$ cat src/rtl/trigger_hold_inject_sequencer_macros.svh
// Assertion macros for the trigger hold and inject sequencer.
// Needs signals named clock and reset in the including scope.
`ifndef TRIGGER_HOLD_INJECT_SEQUENCER_MACROS_SVH
`define TRIGGER_HOLD_INJECT_SEQUENCER_MACROS_SVH

// same-cycle implication, checked outside reset
`define THI_ASSERT_NOW(lbl, ante, cons, msg) \
   lbl: assert property (@(posedge clock) disable iff (reset) (ante) |-> (cons)) \
      else $error(msg);

// next-cycle implication, checked outside reset
`define THI_ASSERT_NEXT(lbl, ante, cons, msg) \
   lbl: assert property (@(posedge clock) disable iff (reset) (ante) |=> (cons)) \
      else $error(msg);

`endif

$ cat src/rtl/thi_pkg.sv
// Package for the trigger hold and inject sequencer: codes, reset values, helpers.
// No dependencies.
package thi_pkg;

   localparam int SAMPLE_BITS_DEF = 10;
   localparam int THR_BITS        = 10;
   localparam int CNT_BITS        = 8;
   localparam int CSR_IDX_BITS    = 3;
   localparam int CSR_DATA_BITS   = 10;

   typedef enum logic [2:0] {
      ACT_NONE   = 3'd0,
      ACT_STOP   = 3'd1,
      ACT_LOW    = 3'd2,
      ACT_HIGH   = 3'd3,
      ACT_INJECT = 3'd4,
      ACT_BEEP   = 3'd5
   } action_type;

   typedef enum logic [1:0] {
      CHG_UNKNOWN  = 2'd0,
      CHG_OFF      = 2'd1,
      CHG_CHARGING = 2'd2,
      CHG_CHARGED  = 2'd3
   } charge_type;

   localparam logic [CSR_IDX_BITS-1:0] REG_DEBOUNCE = 3'd0;
   localparam logic [CSR_IDX_BITS-1:0] REG_LOW_THR  = 3'd1;
   localparam logic [CSR_IDX_BITS-1:0] REG_HIGH_THR = 3'd2;
   localparam logic [CSR_IDX_BITS-1:0] REG_BEEP     = 3'd3;
   localparam logic [CSR_IDX_BITS-1:0] REG_GAP      = 3'd4;
   localparam logic [CSR_IDX_BITS-1:0] REG_REPEAT   = 3'd5;

   localparam logic [CNT_BITS-1:0] DEBOUNCE_RST = 8'd5;
   localparam logic [THR_BITS-1:0] LOW_THR_RST  = 10'd802;
   localparam logic [THR_BITS-1:0] HIGH_THR_RST = 10'd1013;
   localparam logic [CNT_BITS-1:0] BEEP_RST     = 8'd5;
   localparam logic [CNT_BITS-1:0] GAP_RST      = 8'd40;
   localparam logic [1:0]          REPEAT_RST   = 2'd3;

   localparam logic [CNT_BITS-1:0] GREEN_BASE = 8'd50;

   // saturating 8 bit increment
   function automatic logic [CNT_BITS-1:0] bump8(input logic [CNT_BITS-1:0] v);
      bump8 = (v == {CNT_BITS{1'b1}}) ? v : v + 1'b1;
   endfunction

   // 50 + 100 * repeat, kept to 8 bits
   function automatic logic [CNT_BITS-1:0] green_of(input logic [1:0] rpt);
      unique case (rpt)
         2'd0:    green_of = 8'd50;
         2'd1:    green_of = 8'd150;
         2'd2:    green_of = 8'd250;
         default: green_of = 8'd94;
      endcase
   endfunction

endpackage

$ cat src/rtl/trigger_hold_inject_sequencer.sv
// Trigger hold and inject sequencer: debounce, classify, beep series, charger tracking.
// Depends on thi_pkg and trigger_hold_inject_sequencer_macros.svh.
//
//  channel | dir | handshake              | payload
//  req     | in  | req_tvalid/req_tready  | trigger, select, probe sample, charger pins
//  rsp     | out | rsp_tvalid/rsp_tready  | action, green level, charge event
//  csr     | in  | csr_we                 | csr_index, csr_wdata
//
// One request per cycle unless stalled; each request gives one response in the
// following cycle. All state updates in the accepting cycle; the response sits in one
// output register. req_tready drops only while that register is full and stalled.
// Synchronous active-high reset clears state and loads register defaults.
module trigger_hold_inject_sequencer
   import thi_pkg::*;
#(
   parameter int SAMPLE_BITS = SAMPLE_BITS_DEF
) (
   input  logic                             clock,
   input  logic                             reset,
   input  logic                             req_tvalid,
   output logic                             req_tready,
   // [0] trigger_level, [1] select_level, [SAMPLE_BITS+1:2] probe_sample,
   // [SAMPLE_BITS+2] charger_connected, [SAMPLE_BITS+3] charge_done, rest zero
   input  logic [((SAMPLE_BITS+4+7)/8)*8-1:0] req_tdata,
   output logic                             rsp_tvalid,
   input  logic                             rsp_tready,
   // [2:0] action, [10:3] green_level, [12:11] charge_event, [15:13] zero
   output logic [15:0]                      rsp_tdata,
   input  logic                             csr_we,
   input  logic [CSR_IDX_BITS-1:0]          csr_index,
   input  logic [CSR_DATA_BITS-1:0]         csr_wdata
);

   localparam int CMP_W = (SAMPLE_BITS > THR_BITS) ? SAMPLE_BITS : THR_BITS;

   // configuration
   logic [CNT_BITS-1:0] debounce_ff, beep_ticks_ff, gap_ticks_ff;
   logic [THR_BITS-1:0] low_thr_ff, high_thr_ff;
   logic [1:0]          repeat_limit_ff;

   // state
   logic                seen_ff, seen_in;
   logic [CNT_BITS-1:0] stable_ff, stable_in;
   logic                settled_ff, settled_in;
   logic                holding_ff, holding_in;
   logic                done_ff, done_in;
   logic                beeping_ff, beeping_in;
   logic [CNT_BITS-1:0] tick_ff, tick_in;
   logic [1:0]          repeat_ff, repeat_in;
   charge_type          charge_ff, charge_in;

   // response register
   logic                rsp_valid_ff;
   action_type          action_ff, action_in;
   logic [CNT_BITS-1:0] green_ff, green_in;
   charge_type          event_ff, event_in;

   logic                   accept;
   logic                   trig, sel, conn, full;
   logic [SAMPLE_BITS-1:0] sample;
   logic [CMP_W-1:0]       sample_x, low_x, high_x;

   assign req_tready = !rsp_valid_ff || rsp_tready;
   assign accept     = req_tvalid && req_tready;

   assign trig   = req_tdata[0];
   assign sel    = req_tdata[1];
   assign sample = req_tdata[SAMPLE_BITS+1:2];
   assign conn   = req_tdata[SAMPLE_BITS+2];
   assign full   = req_tdata[SAMPLE_BITS+3];

   assign sample_x = CMP_W'(sample);
   assign low_x    = CMP_W'(low_thr_ff);
   assign high_x   = CMP_W'(high_thr_ff);

   always_comb begin
      charge_type          target;
      logic                first_set;
      action_type          act2;
      logic [CNT_BITS-1:0] green2, tick_b;
      logic [1:0]          rpt_b;

      // charger tracking
      target    = conn ? (full ? CHG_CHARGED : CHG_CHARGING) : CHG_OFF;
      charge_in = target;
      event_in  = (charge_ff != target) ? target : CHG_UNKNOWN;

      // trigger debounce
      if (trig == seen_ff) begin
         seen_in    = seen_ff;
         stable_in  = bump8(stable_ff);
         settled_in = settled_ff || (stable_in >= debounce_ff);
      end else begin
         seen_in    = trig;
         stable_in  = '0;
         settled_in = 1'b0;
      end

      action_in  = ACT_NONE;
      green_in   = '0;
      first_set  = 1'b0;
      holding_in = holding_ff;
      done_in    = done_ff;
      beeping_in = beeping_ff;
      tick_in    = tick_ff;
      repeat_in  = repeat_ff;

      if (settled_in) begin
         if (seen_in) begin
            // settled release
            if (beeping_ff) begin
               action_in  = ACT_STOP;
               first_set  = 1'b1;
               beeping_in = 1'b0;
            end
            holding_in = 1'b0;
            done_in    = 1'b0;
         end else if (!holding_ff) begin
            holding_in = 1'b1;
            first_set  = 1'b1;
            priority if (sample_x < low_x) begin
               action_in = ACT_LOW;
               done_in   = 1'b1;
            end else if (sample_x > high_x) begin
               action_in = ACT_HIGH;
               done_in   = 1'b1;
            end else if (sel) begin
               action_in = ACT_INJECT;
               done_in   = 1'b1;
            end else begin
               action_in  = ACT_BEEP;
               green_in   = GREEN_BASE;
               beeping_in = 1'b1;
               repeat_in  = '0;
               tick_in    = '0;
            end
         end
      end

      // beep series timing
      act2   = ACT_NONE;
      green2 = '0;
      tick_b = bump8(tick_in);
      rpt_b  = repeat_in + 2'd1;
      if (holding_in && !done_in) begin
         tick_in = tick_b;
         if (beeping_in) begin
            if (tick_b >= beep_ticks_ff) begin
               act2       = ACT_STOP;
               beeping_in = 1'b0;
               tick_in    = '0;
            end
         end else if (tick_b >= gap_ticks_ff) begin
            repeat_in = rpt_b;
            if (rpt_b >= repeat_limit_ff) begin
               act2    = ACT_INJECT;
               done_in = 1'b1;
            end else begin
               act2       = ACT_BEEP;
               green2     = green_of(rpt_b);
               beeping_in = 1'b1;
               tick_in    = '0;
            end
         end
      end
      if (!first_set && act2 != ACT_NONE) begin
         action_in = act2;
         green_in  = green2;
      end
   end

   always_ff @(posedge clock) begin
      if (reset) begin
         debounce_ff     <= DEBOUNCE_RST;
         low_thr_ff      <= LOW_THR_RST;
         high_thr_ff     <= HIGH_THR_RST;
         beep_ticks_ff   <= BEEP_RST;
         gap_ticks_ff    <= GAP_RST;
         repeat_limit_ff <= REPEAT_RST;
      end else if (csr_we) begin
         unique case (csr_index)
            REG_DEBOUNCE: debounce_ff     <= csr_wdata[CNT_BITS-1:0];
            REG_LOW_THR:  low_thr_ff      <= csr_wdata[THR_BITS-1:0];
            REG_HIGH_THR: high_thr_ff     <= csr_wdata[THR_BITS-1:0];
            REG_BEEP:     beep_ticks_ff   <= csr_wdata[CNT_BITS-1:0];
            REG_GAP:      gap_ticks_ff    <= csr_wdata[CNT_BITS-1:0];
            REG_REPEAT:   repeat_limit_ff <= csr_wdata[1:0];
            default: ;
         endcase
      end
   end

   always_ff @(posedge clock) begin
      if (reset) begin
         seen_ff      <= 1'b0;
         stable_ff    <= '0;
         settled_ff   <= 1'b0;
         holding_ff   <= 1'b0;
         done_ff      <= 1'b0;
         beeping_ff   <= 1'b0;
         tick_ff      <= '0;
         repeat_ff    <= '0;
         charge_ff    <= CHG_UNKNOWN;
         rsp_valid_ff <= 1'b0;
      end else begin
         if (accept) begin
            seen_ff    <= seen_in;
            stable_ff  <= stable_in;
            settled_ff <= settled_in;
            holding_ff <= holding_in;
            done_ff    <= done_in;
            beeping_ff <= beeping_in;
            tick_ff    <= tick_in;
            repeat_ff  <= repeat_in;
            charge_ff  <= charge_in;
         end
         if (accept) begin
            rsp_valid_ff <= 1'b1;
         end else if (rsp_tready) begin
            rsp_valid_ff <= 1'b0;
         end
      end
   end

   always_ff @(posedge clock) begin
      if (accept) begin
         action_ff <= action_in;
         green_ff  <= green_in;
         event_ff  <= event_in;
      end
   end

   assign rsp_tvalid = rsp_valid_ff;
   assign rsp_tdata  = {3'b000, event_ff, green_ff, action_ff};

`include "trigger_hold_inject_sequencer_macros.svh"

   `THI_ASSERT_NOW(a_beep_needs_hold, beeping_ff, holding_ff && !done_ff, "beep without open hold")
   `THI_ASSERT_NOW(a_stall_blocks_req, rsp_valid_ff && !rsp_tready, !req_tready, "request taken over stalled response")
   `THI_ASSERT_NEXT(a_charge_known, accept, charge_ff != CHG_UNKNOWN, "charger state unknown after request")
   `THI_ASSERT_NEXT(a_accept_fills_rsp, accept, rsp_valid_ff, "accepted request gave no response")

endmodule
$ cat config.mk
export PLATFORM = sky130hd
export DESIGN_NAME = trigger_hold_inject_sequencer
export DESIGN_NICKNAME = d
export VERILOG_FILES = /design/src/rtl/thi_pkg.sv /design/src/rtl/trigger_hold_inject_sequencer.sv
export VERILOG_INCLUDE_DIRS = /design/src /design/src/rtl
export SDC_FILE = /design/constraint.sdc
export NUM_CORES = 1
export LEC_CHECK = 0
export BUFFER_PORTS_ARGS = -buffer_cell sky130_fd_sc_hd__buf_2
export CAP_MARGIN = 20
export CORE_UTILIZATION = 65
export CTS_BUF_LIST = sky130_fd_sc_hd__clkbuf_8
export CTS_CLUSTER_SIZE = 25
export DETAILED_ROUTE_END_ITERATION = 6
export GPL_TIMING_DRIVEN = 0
export PLACE_DENSITY = 0.84
export SYNTH_ARGS = -nofsm -noshare
export SYNTH_HDL_FRONTEND = slang
export SYNTH_SLANG_ARGS = --single-unit
$ cat constraint.sdc
create_clock -name clock -period 17.71 [get_ports clock]
set_input_delay 3.542 -clock clock [delete_from_list [all_inputs] [get_ports clock]]
set_output_delay 3.542 -clock clock [all_outputs]
set_load 0.03 [all_outputs]
; Word level (Yosys, flattened, before mapping)
; Index checks and enable logic that the tools add are counted.
[word_totals]
ff_bits = 85
input_bits = 34
out_inout_bits = 18
wordCells = 138
[op_classes]
add_sub_neg = 3
n_lt_le_gt_ge = 6
n_eq_ne = 11
muxes = 81
reduce_logical = 18
[ops]
columns = operator, count
row1 = 2-to-1 mux 8 bit, 19
row2 = 2-to-1 mux 1 bit, 36
row3 = 2-to-1 mux 6 bit, 6
row4 = 2-to-1 mux 3 bit, 9
row5 = greater-or-equal comparator 8 bit, 3
row6 = one-hot mux 8 bit (3 select lines), 1
row7 = 2-to-1 mux 2 bit, 10
row8 = "adder 8 x 1 -> 8 bit, second input constant", 2
row9 = "== test 8 bit, second input constant", 2
row10 = AND reduction 2 bit, 6
row11 = > comparator 10 bit, 1
row12 = < comparator 10 bit, 1
row13 = "== test 3 x 2 -> 1 bit, second input constant", 2
row14 = "== test 3 bit, second input constant", 2
row15 = "== test 3 x 1 -> 1 bit, second input constant", 1
row16 = logical AND 1 bit, 3
row17 = logical NOT 1 bit, 3
row18 = logical NOT 3 bit, 1
row19 = nonzero test 3 bit, 1
row20 = "adder 2 x 1 -> 2 bit, second input constant", 1
row21 = "== test 2 x 1 -> 1 bit, second input constant", 1
row22 = "== test 2 bit, second input constant", 1
row23 = greater-or-equal comparator 2 bit, 1
row24 = logical NOT 2 bit, 1
row25 = 4 further kinds, 5

; Longest topological paths before layout
; Gate-level depths: netlist of the first run.
[depth]
word_depth = 15
mapped_depth = 28
ltp_nobuf = 26

; Worst setup path before layout of the first run
; OpenSTA, ideal clock, no wires.
[synth_path]
path_type = input-to-reg
from = input req_tdata[5]
to = register green_ff[5] (data pin)
setup_ns = 0.165
arrival_time_ns = 8.079
required_time_ns = 17.545
setup_slack_ns = 9.467
path_stages = 23
n_path_buf = 2
path_cell_list = ha_1 -> a21o_1 -> a21o_1 -> a2111oi_4 -> o221ai_2 -> nor2_1 -> buf_2 -> nor2_1 -> ha_1 -> nand4_1 -> and4_1 -> and3_1 -> xnor2_1 -> nor2_1 -> ha_1 -> o21ai_0 -> a21oi_1 -> nor2_1 -> a311oi_4 -> o21ai_2 -> or3b_1 -> buf_2 -> o31ai_2
[synth_between]
elab_chain_cells = 15
elab_cells_between_ends = 52
cone_classes = 2 x add/sub / 5 x order compare / 3 x eq/ne / 37 x mux / 5 x reduce/logical
[synth_rtl]
columns = item, line_no
row1 = from (decl), trigger_hold_inject_sequencer.sv:24  ; input logic [((SAMPLE_BITS+4+7)/8)*8-1:0] req_tdata,
row2 = > comparator 10 bit, trigger_hold_inject_sequencer.sv:124  ; end else if (sample_x > high_x) begin
row3 = 2-to-1 mux 8 bit or 2-to-1 mux 2 bit (tied branches), trigger_hold_inject_sequencer.sv:124
row4 = 2-to-1 mux 8 bit or 2-to-1 mux 2 bit (tied branches), trigger_hold_inject_sequencer.sv:121  ; priority if (sample_x < low_x) begin
row5 = 2-to-1 mux 8 bit or 2-to-1 mux 2 bit (tied branches), trigger_hold_inject_sequencer.sv:118  ; end else if (!holding_ff) begin
row6 = 2-to-1 mux 8 bit or 2-to-1 mux 2 bit (tied branches), trigger_hold_inject_sequencer.sv:109  ; if (seen_in) begin
row7 = 2-to-1 mux 8 bit or 2-to-1 mux 2 bit (tied branches), trigger_hold_inject_sequencer.sv:108  ; if (settled_in) begin
row8 = adder 8 x 1 -> 8 bit (tied with other cells), thi_pkg.sv:45  ; bump8 = (v == {CNT_BITS{1'b1}}) ? v : v + 1'b1;
row9 = 2-to-1 mux 8 bit or greater-or-equal comparator 2 bit (tied branches), "thi_pkg.sv:45, trigger_hold_inject_sequencer.sv:155"
row10 = greater-or-equal comparator 8 bit (tied with other cells), trigger_hold_inject_sequencer.sv:153  ; end else if (tick_b >= gap_ticks_ff) begin
row11 = 2-to-1 mux 3 bit or 2-to-1 mux 1 bit (tied branches), "trigger_hold_inject_sequencer.sv:153, trigger_hold_inject_sequencer.sv:148"
row12 = 2-to-1 mux 3 bit, trigger_hold_inject_sequencer.sv:147  ; if (beeping_in) begin
row13 = 2-to-1 mux 3 bit, trigger_hold_inject_sequencer.sv:145  ; if (holding_in && !done_in) begin
row14 = nonzero test 3 bit, trigger_hold_inject_sequencer.sv:166  ; if (!first_set && act2 != ACT_NONE) begin
row15 = logical AND 1 bit, trigger_hold_inject_sequencer.sv:166
row16 = 2-to-1 mux 8 bit *, trigger_hold_inject_sequencer.sv:166
row17 = net green_in[5], trigger_hold_inject_sequencer.sv:55  ; logic [CNT_BITS-1:0] green_ff, green_in;
row18 = to (signal assigned), trigger_hold_inject_sequencer.sv:228  ; green_ff <= green_in;
row19 = to (decl), trigger_hold_inject_sequencer.sv:55
; Mark *: on every way through the listed nets, which the timed path passes. The rest lies on a longest branch.
; A chain may end at the register's enable or synchronous reset.

; Worst setup path in the final report of the first run
[layout_path]
from = input req_tdata[11]
to = register tick_ff[6]
[layout_between]
elab_chain_cells = 12
elab_cells_between_ends = 36
cone_classes = 2 x add/sub / 5 x order compare / 1 x eq/ne / 26 x mux / 2 x reduce/logical
[layout_rtl]
columns = item, line_no
row1 = > comparator 10 bit, trigger_hold_inject_sequencer.sv:124
row2 = 2-to-1 mux 8 bit or 2-to-1 mux 2 bit (tied branches), trigger_hold_inject_sequencer.sv:124
row3 = 2-to-1 mux 8 bit or 2-to-1 mux 2 bit (tied branches), trigger_hold_inject_sequencer.sv:121
row4 = 2-to-1 mux 8 bit or 2-to-1 mux 2 bit (tied branches), trigger_hold_inject_sequencer.sv:118
row5 = 2-to-1 mux 8 bit or 2-to-1 mux 2 bit (tied branches), trigger_hold_inject_sequencer.sv:109
row6 = 2-to-1 mux 8 bit or 2-to-1 mux 2 bit (tied branches), trigger_hold_inject_sequencer.sv:108
row7 = adder 8 x 1 -> 8 bit (tied with other cells), thi_pkg.sv:45
row8 = 2-to-1 mux 8 bit or greater-or-equal comparator 2 bit (tied branches), "thi_pkg.sv:45, trigger_hold_inject_sequencer.sv:155"
row9 = greater-or-equal comparator 8 bit (tied with other cells), trigger_hold_inject_sequencer.sv:153
row10 = 2-to-1 mux 8 bit (on tied branches), "trigger_hold_inject_sequencer.sv:153, trigger_hold_inject_sequencer.sv:148"
row11 = 2-to-1 mux 8 bit, trigger_hold_inject_sequencer.sv:147
row12 = 2-to-1 mux 8 bit *, trigger_hold_inject_sequencer.sv:145
row13 = to (signal assigned), trigger_hold_inject_sequencer.sv:213  ; tick_ff <= tick_in;
row14 = to (decl), trigger_hold_inject_sequencer.sv:48  ; logic [CNT_BITS-1:0] tick_ff, tick_in;
; Every way passes the cells marked *; elsewhere a longest branch is shown, timed or not.

==> results of run 1 <==
[flip-flops by register name, indices dropped and copies added (netlist names), 2 cells and up]
name and count:
high_thr_ff 10, low_thr_ff 10, beep_ticks_ff 8, debounce_ff 8
gap_ticks_ff 8, stable_ff 8, tick_ff 8, green_ff 5
action_ff 3, charge_ff 2, event_ff 2, repeat_ff 2
repeat_limit_ff 2
[layout by cell type, fill, tap and decap left out, types with 5 or more instances in the layout]
cell type	netlist	routed
nand2_1	84	84
dfxtp_1	72	72
inv_1	59	60
nor2_1	51	51
ha_1	49	49
buf_2	2	46
a21oi_1	45	45
o211ai_1	18	18
o21ai_0	16	16
clkbuf_1	14	14
nand3_1	13	13
mux2i_1	13	13
nand4_1	11	11
xnor2_1	10	10
edfxtp_1	10	10
clkbuf_8	0	10
a22oi_1	8	8
nand2b_1	7	7
nor3_1	6	6
or2_2	6	6
a21o_1	6	6
buf_4	6	6
o32ai_1	5	5
and3_1	5	5
[power groups by stage]
| stage | Clock, mW | Sequential, mW | Combinational, mW |
|---|---|---|---|
| floorplan | 0 | 0.202 | 0.0303 |
| global placement | 0 | 0.200 | 0.0472 |
| detailed placement | 0 | 0.200 | 0.0487 |
| CTS | 0.150 | 0.196 | 0.0491 |
| global route | 0.158 | 0.197 | 0.0549 |
| finish | 0.150 | 0.196 | 0.0496 |
[final cells by class]
| cell class | instances | area (um^2) | area share |
|---|---|---|---|
| Timing Repair Buffer | 44 | 220 | 0.0410 |
| Sequential cell | 82 | 1740 | 0.324 |
| Tap cell | 96 | 120 | 0.0224 |
| Clock inverter | 6 | 81.3 | 0.0151 |
| Clock buffer | 10 | 138 | 0.0256 |
| Inverter | 61 | 229 | 0.0426 |
| Buffer | 22 | 108 | 0.0200 |
| Multi-Input combinational cell | 413 | 2730 | 0.509 |
[routing by layer]
metal	vias to the layer above	wire length [um]	global-route usage
li1	2141	-	-
met1	2031	4790	0.379
met2	149	5460	0.544
met3	36	625	0.0556
met4	0	414	0.158
met5	-	0	0
[logic make-up (layout without fill, tap and decap cells)]
kind of cell | Yosys count | count (layout) | share of synthesized area
flip-flops | 82 | 82 | 0.363
multiplexers | 14 | 14 | 0.0294
adder cells (fa/ha/maj) | 49 | 49 | 0.128
buffers and inverters | 83 | 143 | 0.0701
AO/OA/AOI/OAI | 136 | 136 | 0.201
XOR/XNOR | 10 | 10 | 0.0182
other | 1 | 4 | 0.000781
AND/OR/NAND/NOR | 200 | 200 | 0.190
[path summary, 6_finish.rpt]
kind                                 start                       endpoint  slack (ps)
max                          req_tdata[11]        tick_ff[6]$_SDFFE_PP0P_        8510
min          beep_ticks_ff[3]$_SDFFE_PP0P_  beep_ticks_ff[3]$_SDFFE_PP0P_         460
max reg2reg      stable_ff[3]$_SDFFE_PP0P_        tick_ff[6]$_SDFFE_PP0P_       10610
min reg2reg  beep_ticks_ff[3]$_SDFFE_PP0P_  beep_ticks_ff[3]$_SDFFE_PP0P_         460
[worst max-delay path, stage by stage]
cell and delay (ps):
buf_2 110, ha_1 290, nand3_1 130, o41ai_1 800
o221ai_2 350, nor2_1 550, buf_2 320, nor2_1 70
ha_1 280, nand4_1 250, and4_1 260, and3_1 180
xnor2_1 160, nor2_1 110, ha_1 200, or4_1 490
a21oi_1 180, o21a_1 220, a311oi_4 60, o211ai_1 180
nand4_1 370, o32ai_1 360
[per-stage QoR]
step,hold WS [ps],util,instance area [um^2]
finish,456,0.769,5370
global route,475,0.769,5370
CTS,459,0.769,5370
detailed placement,448,0.738,5150
global placement,446,0.738,5150
floorplan,436,-,4810
==> metrics, run 1 <==
status finished clean; top area cells in the synthesized netlist dfxtp_1 30%, ha_1 13%, nand2_1 6.6%; Final #Nets 716; final WL 11300 um; Post-Place Worst Slack 8250 ps; Least-Margin Pin Slew 829 ps; share of Yosys cell area claimed by the top area cell type 0.300; DR pass1 iterations 5; crit share post-route 0.520; Post-synth ARST share 0; largest net degree at the start of global routing 19; clock slew at reported path FFs 80 ps; required time worst endpoint 17970 ps; clock tree sinks 82; initial DRC count 260; global-route wire length before repair 18700 um; worst reg-to-reg path cell count 27; WL per Instance 15.4 um; number of flops mapped to enable cells by yosys 10; clock power share 0.379; Initial Util 0.688; Filler Cell Count 508; std cell rows 30; TNS Setup 0 ps; CTS resizes 0; fmax around 110 MHz; Clock Latency Late Sink 360 ps; Syn Area/Cell 8.35 um^2; yosys warns 0; Worst Path Max Fanout 10; worst hold path cell count 2; initial antenna violation count 0; top post-synthesis cells by count 84 x nand2_1, 72 x dfxtp_1, 59 x inv_1, 51 x nor2_1, 49 x ha_1; CP endpoint kind flip-flop; PortBufs 44; Hold/Removal Path Class flip-flop to flip-flop; Pins Over Slew Limit 0; cell area after synthesis 4800 um^2; most common flop cell mapped by yosys dfxtp_1; # DRC 0; Critical Path AT about 9500 ps; count of cell types in the netlist between 60 and 70; Total GRT Usage 0.316; ANT cells 0; switch share 0.259; Yosys reg bits between 80 and 90; Clock Tree Root clkbuf_8; Final Hold Vio Count 0; I/O Pins 52; CTS tree yes; sequential power share 0.495; count of final setup violators 0; Slew HR 0.440; Post-CTS Setup Bufs 0; vias in the first global route between 4k and 5k; routability cong. 0.940; gr ovfl total 0; area leader, netlist dfxtp_1; via count 4357; TritonCTS Buffers 9; Critical Path Source Type primary input; power density over the cells 73.6 nW/um^2; # placed instances 718; Syn Inst Count 575; final std cells w/o fill 734; Comb pwr share 0.125; DRT antenna net count 0; layout cells sized above 1 0.133; chip width 87.9 um; DR vias/cell slightly below 6; Peak supply drop around 0.064 mV; clk buf depth 2; die area 7730 um^2; Worst Slack Setup Final 8510 ps; CTS Hold Bufs 0; Lkg Pwr around 2.3 nW; post-route minimum period just over 9000 ps; Switch Pwr 0.102 mW; Max Cap Viol 0; part of the Yosys area used for sequential elements 0.363; Internal between 0.2 and 0.3 mW; H-tree depth 3; Power, Total roughly 0.40 mW; top-count cell post-synth nand2_1; Max Clock Skew 7.35 ps; Post-DP HPWL 8670 um; Layout Area Growth over Synthesis 11.9%; core outline area 6980 um^2; RSZ-0062 raised after global routing false; Worst Setup Path Type primary input to flip-flop; Die Y-Extent 87.9 um
Power figures use the tool's default switching activity.
==> inputs of run 2 (changes only) <==
--- a/config.mk
+++ b/config.mk
@@ -8,12 +8,12 @@
 export LEC_CHECK = 0
 export BUFFER_PORTS_ARGS = -buffer_cell sky130_fd_sc_hd__buf_2
 export CAP_MARGIN = 20
-export CORE_UTILIZATION = 65
+export CORE_UTILIZATION = 55
 export CTS_BUF_LIST = sky130_fd_sc_hd__clkbuf_8
 export CTS_CLUSTER_SIZE = 25
 export DETAILED_ROUTE_END_ITERATION = 6
 export GPL_TIMING_DRIVEN = 0
-export PLACE_DENSITY = 0.84
+export PLACE_DENSITY = 0.75
 export SYNTH_ARGS = -nofsm -noshare
 export SYNTH_HDL_FRONTEND = slang
 export SYNTH_SLANG_ARGS = --single-unit
==> constraint.sdc (replaced) <==
create_clock -name clock -period 7.6 [get_ports clock]
set_input_delay 1.52 -clock clock [delete_from_list [all_inputs] [get_ports clock]]
set_output_delay 1.52 -clock clock [all_outputs]
set_load 0.03 [all_outputs]
==> run 2 against run 1 <==
Final cell count up 1.2%. Hold slack better by 6.6 ps. Worst setup slack got worse by 7900 ps. Critical path type unchanged. Count of clock-buffer cells in the layout is the same.
==> metrics, run 2 (same netlist as run 1, synthesis figures left out) <==
routability cong. 0.965; commonest non-fill, non-tap cells in the layout 84 x nand2_1, 72 x dfxtp_1, 60 x inv_1; Pins Over Slew Limit 0; Peak supply drop approximately 0.14 mV; vias in the first global route between 4k and 5k; Post-Place Worst Slack 120 ps; gr ovfl total 0; Largest regs high_thr_ff (10), low_thr_ff (10); slowest stage delay, CP 780 ps; largest net degree at the start of global routing 19; min-delay src gap_ticks_ff[1]$_SDFFE_PP0P_; fmax 144 MHz; std cell rows 33; worst r2r dst tick_ff[4]$_SDFFE_PP0P_; worst reg2reg startpoint stable_ff[3]$_SDFFE_PP0P_; Hold/Removal Path Class flip-flop to flip-flop; Clock Tree Root clkbuf_8; Clock Latency Late Sink between 300 and 400 ps; die area a little over 9000 um^2; Worst Path Max Fanout 10; Slowest-stage cell, CP o41ai_1; via count 4288; CP endpoint kind flip-flop; layout cells sized above 1 0.135; most frequent CP cell ha_1; clock tree sinks 82; TNS Setup 0 ps; RSZ-0062 raised after global routing false; reg-to-reg slack, setup between 700 and 800 ps; worst reg-to-reg path cell count 27; global-route wire length before repair 18800 um; Die Y-Extent 95.4 um; power density over the cells approximately 170 nW/um^2; required time worst endpoint 7870 ps; Power, Total 0.929 mW; WL per Instance 15.3 um; count of final setup violators 0; Post-DP HPWL 8670 um; clock slew at reported path FFs 90 ps; Max Cap Viol 0; CP startpoint req_tdata[11]; DR pass1 iterations 5; DRT antenna net count 0; Final #Nets 716; Least-Margin Pin Slew 809 ps; Initial Util 0.576; final std cells w/o fill 743; TritonCTS Buffers 9; Critical Path Source Type primary input; core outline area 8340 um^2; Critical Path AT around 7200 ps; DR vias/cell 5.77; leading cell type in the layout, fill and taps excluded nand2_1; placed cell area 5160 um^2; # DRC 0; Layout Area Growth over Synthesis 12.2%; fin area about 5400 um^2; Post-CTS Setup Bufs 0; status finished clean; initial antenna violation count 0; I/O Pins 52; Total GRT Usage 0.270; Worst Setup Path Type primary input to flip-flop; CTS tree yes; Max Clock Skew 15.5 ps; worst-path cell chain buf_2 > ha_1 > nand3_1 > o41ai_1 > o221ai_2 > nor2_2 > buf_2 > nor2_1 > ha_1 > nand4_1 > and4_1 > and3_1 > xnor2_1 > nor2_1 > ha_1 > or4_1 > a21oi_1 > o21a_1 > a311oi_4 > o211ai_1 > nand4_1 > o32ai_1; Slew HR 0.454; Lkg Pwr 2.29 nW; H-tree depth 3; chip width 95.4 um; clk buf depth 2; end-of-flow core utilization 0.646; CP Capture Point tick_ff[4]$_SDFFE_PP0P_; initial DRC count between 200 and 250; ANT cells 0; crit share post-route 0.914; Worst Slack Setup Final 651 ps; PortBufs 44; Final Hold Vio Count 0; Min Hold Slack 463 ps; CTS Hold Bufs 0; # placed instances roughly 730; CTS resizes 0; post-route minimum period 6950 ps; final WL 11400 um
run 2: worst min path at each step:
stage	to	slack (ps)	cells past startpoint
6_report	gap_ticks_ff[1]$_SDFFE_PP0P_	460	2
5_1_grt	debounce_ff[6]$_SDFFE_PP0P_	480	2
3_3_place_gp	beep_ticks_ff[1]$_SDFFE_PP0P_	450	2
2_1_floorplan	beep_ticks_ff[1]$_SDFFE_PP0P_	440	2
4_1_cts	beep_ticks_ff[4]$_SDFFE_PP0P_	460	2
3_5_place_dp	beep_ticks_ff[4]$_SDFFE_PP0P_	450	2
run 2: worst max-delay path: cells and delay by family:
family,cells,cell delay (ps)
AOI/OAI and AO/OA,7,2130
xor gates and xnor gates,1,160
adders and majority gates,3,790
buffers and inverters,2,400
and+or+nand+nor,9,2210
run 2: power breakdown:
part | internal [mW] | leakage (nW) | total (mW) | switching, mW
sequential | 0.450 | 0.685 | 0.456 | 0.00626
clock | 0.192 | 0.117 | 0.357 | 0.164
combinational | 0.0413 | 1.49 | 0.116 | 0.0750
total | 0.684 | 2.29 | 0.929 | 0.246
run 2: routing by layer:
layer	vias to the layer above	routed length [um]	part of all wire	track usage
li1	2138	-	-	-
met1	1990	5100	0.45	0.329
met2	131	5470	0.48	0.466
met3	29	517	0.045	0.0415
met4	0	295	0.026	0.127
met5	-	0	0	0
run 2: layout make-up:
class	count	area, um^2
multi-input combinational	413	2740
inverter	61	229
buffer	22	108
tap	105	131
sequential	82	1740
timing repair buffer	44	220
clock inverter	6	82.6
fill	730	2950
clock buffer	10	138
==> inputs of run 3 (changes only) <==
--- a/config.mk
+++ b/config.mk
@@ -6,6 +6,7 @@
 export SDC_FILE = /design/constraint.sdc
 export NUM_CORES = 1
 export LEC_CHECK = 0
+export ABC_AREA = 1
 export BUFFER_PORTS_ARGS = -buffer_cell sky130_fd_sc_hd__buf_2
 export CAP_MARGIN = 20
 export CORE_UTILIZATION = 55
==> run 3 against run 2 <==
Combinational power grew 81%. Highest routed layer unchanged. Clock power increased by 8.4%. Wire length is 1.2% higher. Final cell count increased by 13%. Hold slack about the same. Fmax is 28% higher. Largest cell class unchanged.
==> metrics, run 3 <==
yosys warns 0; Yosys reg bits 82; number of flops mapped to enable cells by yosys 10; end-of-flow core utilization 0.638; count of final setup violators 0; Die Y-Extent 96.8 um; TNS Setup 0 ps; top area cells in the synthesized netlist dfxtp_1 29%, ha_1 12%, nand2_1 11%; most common flop cell mapped by yosys dfxtp_1; routability cong. 0.908; CP endpoint kind flip-flop; chip width a little under 100 um; top-count cell post-synth nand2_1; worst r2r dst green_ff[5]$_DFFE_PP_; Final Hold Vio Count 0; mux cell area share after synthesis 0.00228; Total GRT Usage 0.258; Clock Tree Root clkbuf_8; Slew HR 0.363; PortBufs 45; CTS resizes 0; Post-DP HPWL ~9000 um; most frequent CP cell nand2_1; post-route minimum period between 5000 and 6000 ps; TritonCTS Buffers 9; power density over the cells 192 nW/um^2; clock slew at reported path FFs 90 ps; worst reg-to-reg path cell count 35; part of the Yosys area used for sequential elements 0.352; fin area 5560 um^2; post-synthesis adder-cell area fraction 0.124; RSZ-0062 raised after global routing false; slowest stage delay, CP approximately 400 ps; Hold/Removal Path Class flip-flop to flip-flop; share of Yosys cell area claimed by the top area cell type 0.291; Pins Over Slew Limit 0; Peak supply drop 0.112 mV; Largest regs high_thr_ff (10), low_thr_ff (10); initial DRC count 178; initial antenna violation count 0; final WL roughly 12000 um; H-tree depth 3; fmax around 180 MHz; Final #Nets 806; layout cells sized above 1 0.151; commonest non-fill, non-tap cells in the layout 141 x nand2_1, 103 x inv_1, 74 x a21oi_1; Synth Area in Compound Gates 0.170; clock tree sinks between 80 and 90; reg-to-reg slack, setup 2180 ps; Lkg Pwr 2.69 nW; leading cell type in the layout, fill and taps excluded nand2_1; Power, Total 1.07 mW; status finished clean; gr ovfl total 0; largest net degree at the start of global routing 20; clk buf depth 2; CP startpoint stable_ff[0]$_SDFFE_PP0P_; Clock Latency Late Sink 360 ps; area leader, netlist dfxtp_1; via count 4445; Post-synth ARST share 0; global-route wire length before repair 19500 um; crit share post-route 0.713; Post-CTS Setup Bufs 0; Worst Setup Path Type flip-flop to flip-flop; die area between 9000 and 10000 um^2; largest family of logic cells by synthesized area simple AND/OR/NAND/NOR gates; CTS tree yes; vias in the first global route between 4k and 5k; CP Capture Point green_ff[5]$_DFFE_PP_; worst reg2reg startpoint stable_ff[0]$_SDFFE_PP0P_; Slowest-stage cell, CP dfxtp_1; I/O Pins 52; Max Clock Skew 12.2 ps; Min Hold Slack about 460 ps; WL per Instance 13.8 um; DRT antenna net count 0; # DRC 0; Worst Path Max Fanout 10; std cell rows 34; DR pass1 iterations 4; Max Cap Viol 0; Least-Margin Pin Slew 956 ps; top post-synthesis cells by count 141 x nand2_1, 102 x inv_1, 74 x a21oi_1, 72 x dfxtp_1, 49 x ha_1; Syn Area/Cell 7.45 um^2; required time worst endpoint between 7000 and 8000 ps; Critical Path Source Type flip-flop; Critical Path AT 5520 ps; placed cell area 5320 um^2; DR vias/cell 5.32; count of cell types in the netlist 40; Post-Synth XOR/XNOR Area 0.0177; ANT cells 0; Syn Inst Count 664; cell area after synthesis 4950 um^2; core outline area 8720 um^2; Initial Util 0.567; Layout Area Growth over Synthesis 12.4%; Synth Area in Simple Gates 0.229; CTS Hold Bufs 0
==> run 3: changes by cell type in the layout (fill, tap and decap cells not counted), moves of 7 or more <==
cell / previous run / this run
nand3_1: 13 / 20
nor2_1: 50 / 41
nand2_2: 0 / 10
nand2b_1: 7 / 0
a22oi_1: 8 / 0
mux2i_1: 13 / 0
o21ai_0: 16 / 46
nand4_1: 11 / 4
nand2_1: 84 / 141
inv_1: 60 / 103
a21oi_1: 45 / 74
==> run 3: worst min path at each step <==
stage | startpoint | depth (start not counted) | end | slack [ps]
2_1_floorplan | high_thr_ff[0]$_SDFFE_PP1P_ | 2 | high_thr_ff[0]$_SDFFE_PP1P_ | 430
3_3_place_gp | low_thr_ff[3]$_SDFFE_PP0P_ | 2 | low_thr_ff[3]$_SDFFE_PP0P_ | 440
3_5_place_dp | high_thr_ff[3]$_SDFFE_PP0P_ | 2 | high_thr_ff[3]$_SDFFE_PP0P_ | 460
4_1_cts | high_thr_ff[3]$_SDFFE_PP0P_ | 2 | high_thr_ff[3]$_SDFFE_PP0P_ | 470
5_1_grt | debounce_ff[6]$_SDFFE_PP0P_ | 2 | debounce_ff[6]$_SDFFE_PP0P_ | 490
6_report | low_thr_ff[4]$_SDFFE_PP0P_ | 2 | low_thr_ff[4]$_SDFFE_PP0P_ | 460
==> run 3: cells by family (layout without fill, tap and decap cells) <==
group / after synthesis / after routing
compound gates: 151 / 151
other cells: 1 / 4
xor+xnor: 10 / 10
flops: 82 / 82
buf+inv: 128 / 189
mux: 1 / 1
fa+ha+maj: 49 / 49
simple gates: 242 / 242
==> run 3: layer usage <==
metal,track usage,up-vias,share of wire
met4,0.104,0,0.020
met2,0.446,89,0.49
met5,0,-,0
met1,0.323,2056,0.44
met3,0.0347,19,0.044
li1,-,2281,-
==> run 3: layout make-up <==
cell class,count,area [um^2]
Timing Repair Buffer,45,225
Clock buffer,10,138
Inverter,105,394
Sequential cell,82,1740
Tap cell,108,135
Fill cell,789,3160
Buffer,23,124
Multi-Input combinational cell,457,2700
Clock inverter,6,106
==> run 3: stage by stage <==
stage | worst slack [ps] | std cells
2_1_floorplan | 2680 | 667
3_3_place_gp | 2160 | 820
3_5_place_dp | 2080 | 820
4_1_cts | 2160 | 836
5_1_grt | 1640 | 836
6_report | 2180 | 836
==> run 3: power by group <==
group / switching (mW) / internal [mW] / total [mW] / leakage [nW]
Sequential: 0.0104 / 0.459 / 0.470 / 0.689
Combinational: 0.138 / 0.0715 / 0.210 / 1.88
Clock: 0.162 / 0.226 / 0.387 / 0.124
==> run 3: critical path, delay by kind of cell (launching register included) <==
family	cells	cell delay [ps]
AOI/OAI and AO/OA	2	280
adders and majority gates	4	960
buffers and inverters	2	240
DFF	1	400
muxes	1	380
and+or+nand+nor	26	2920
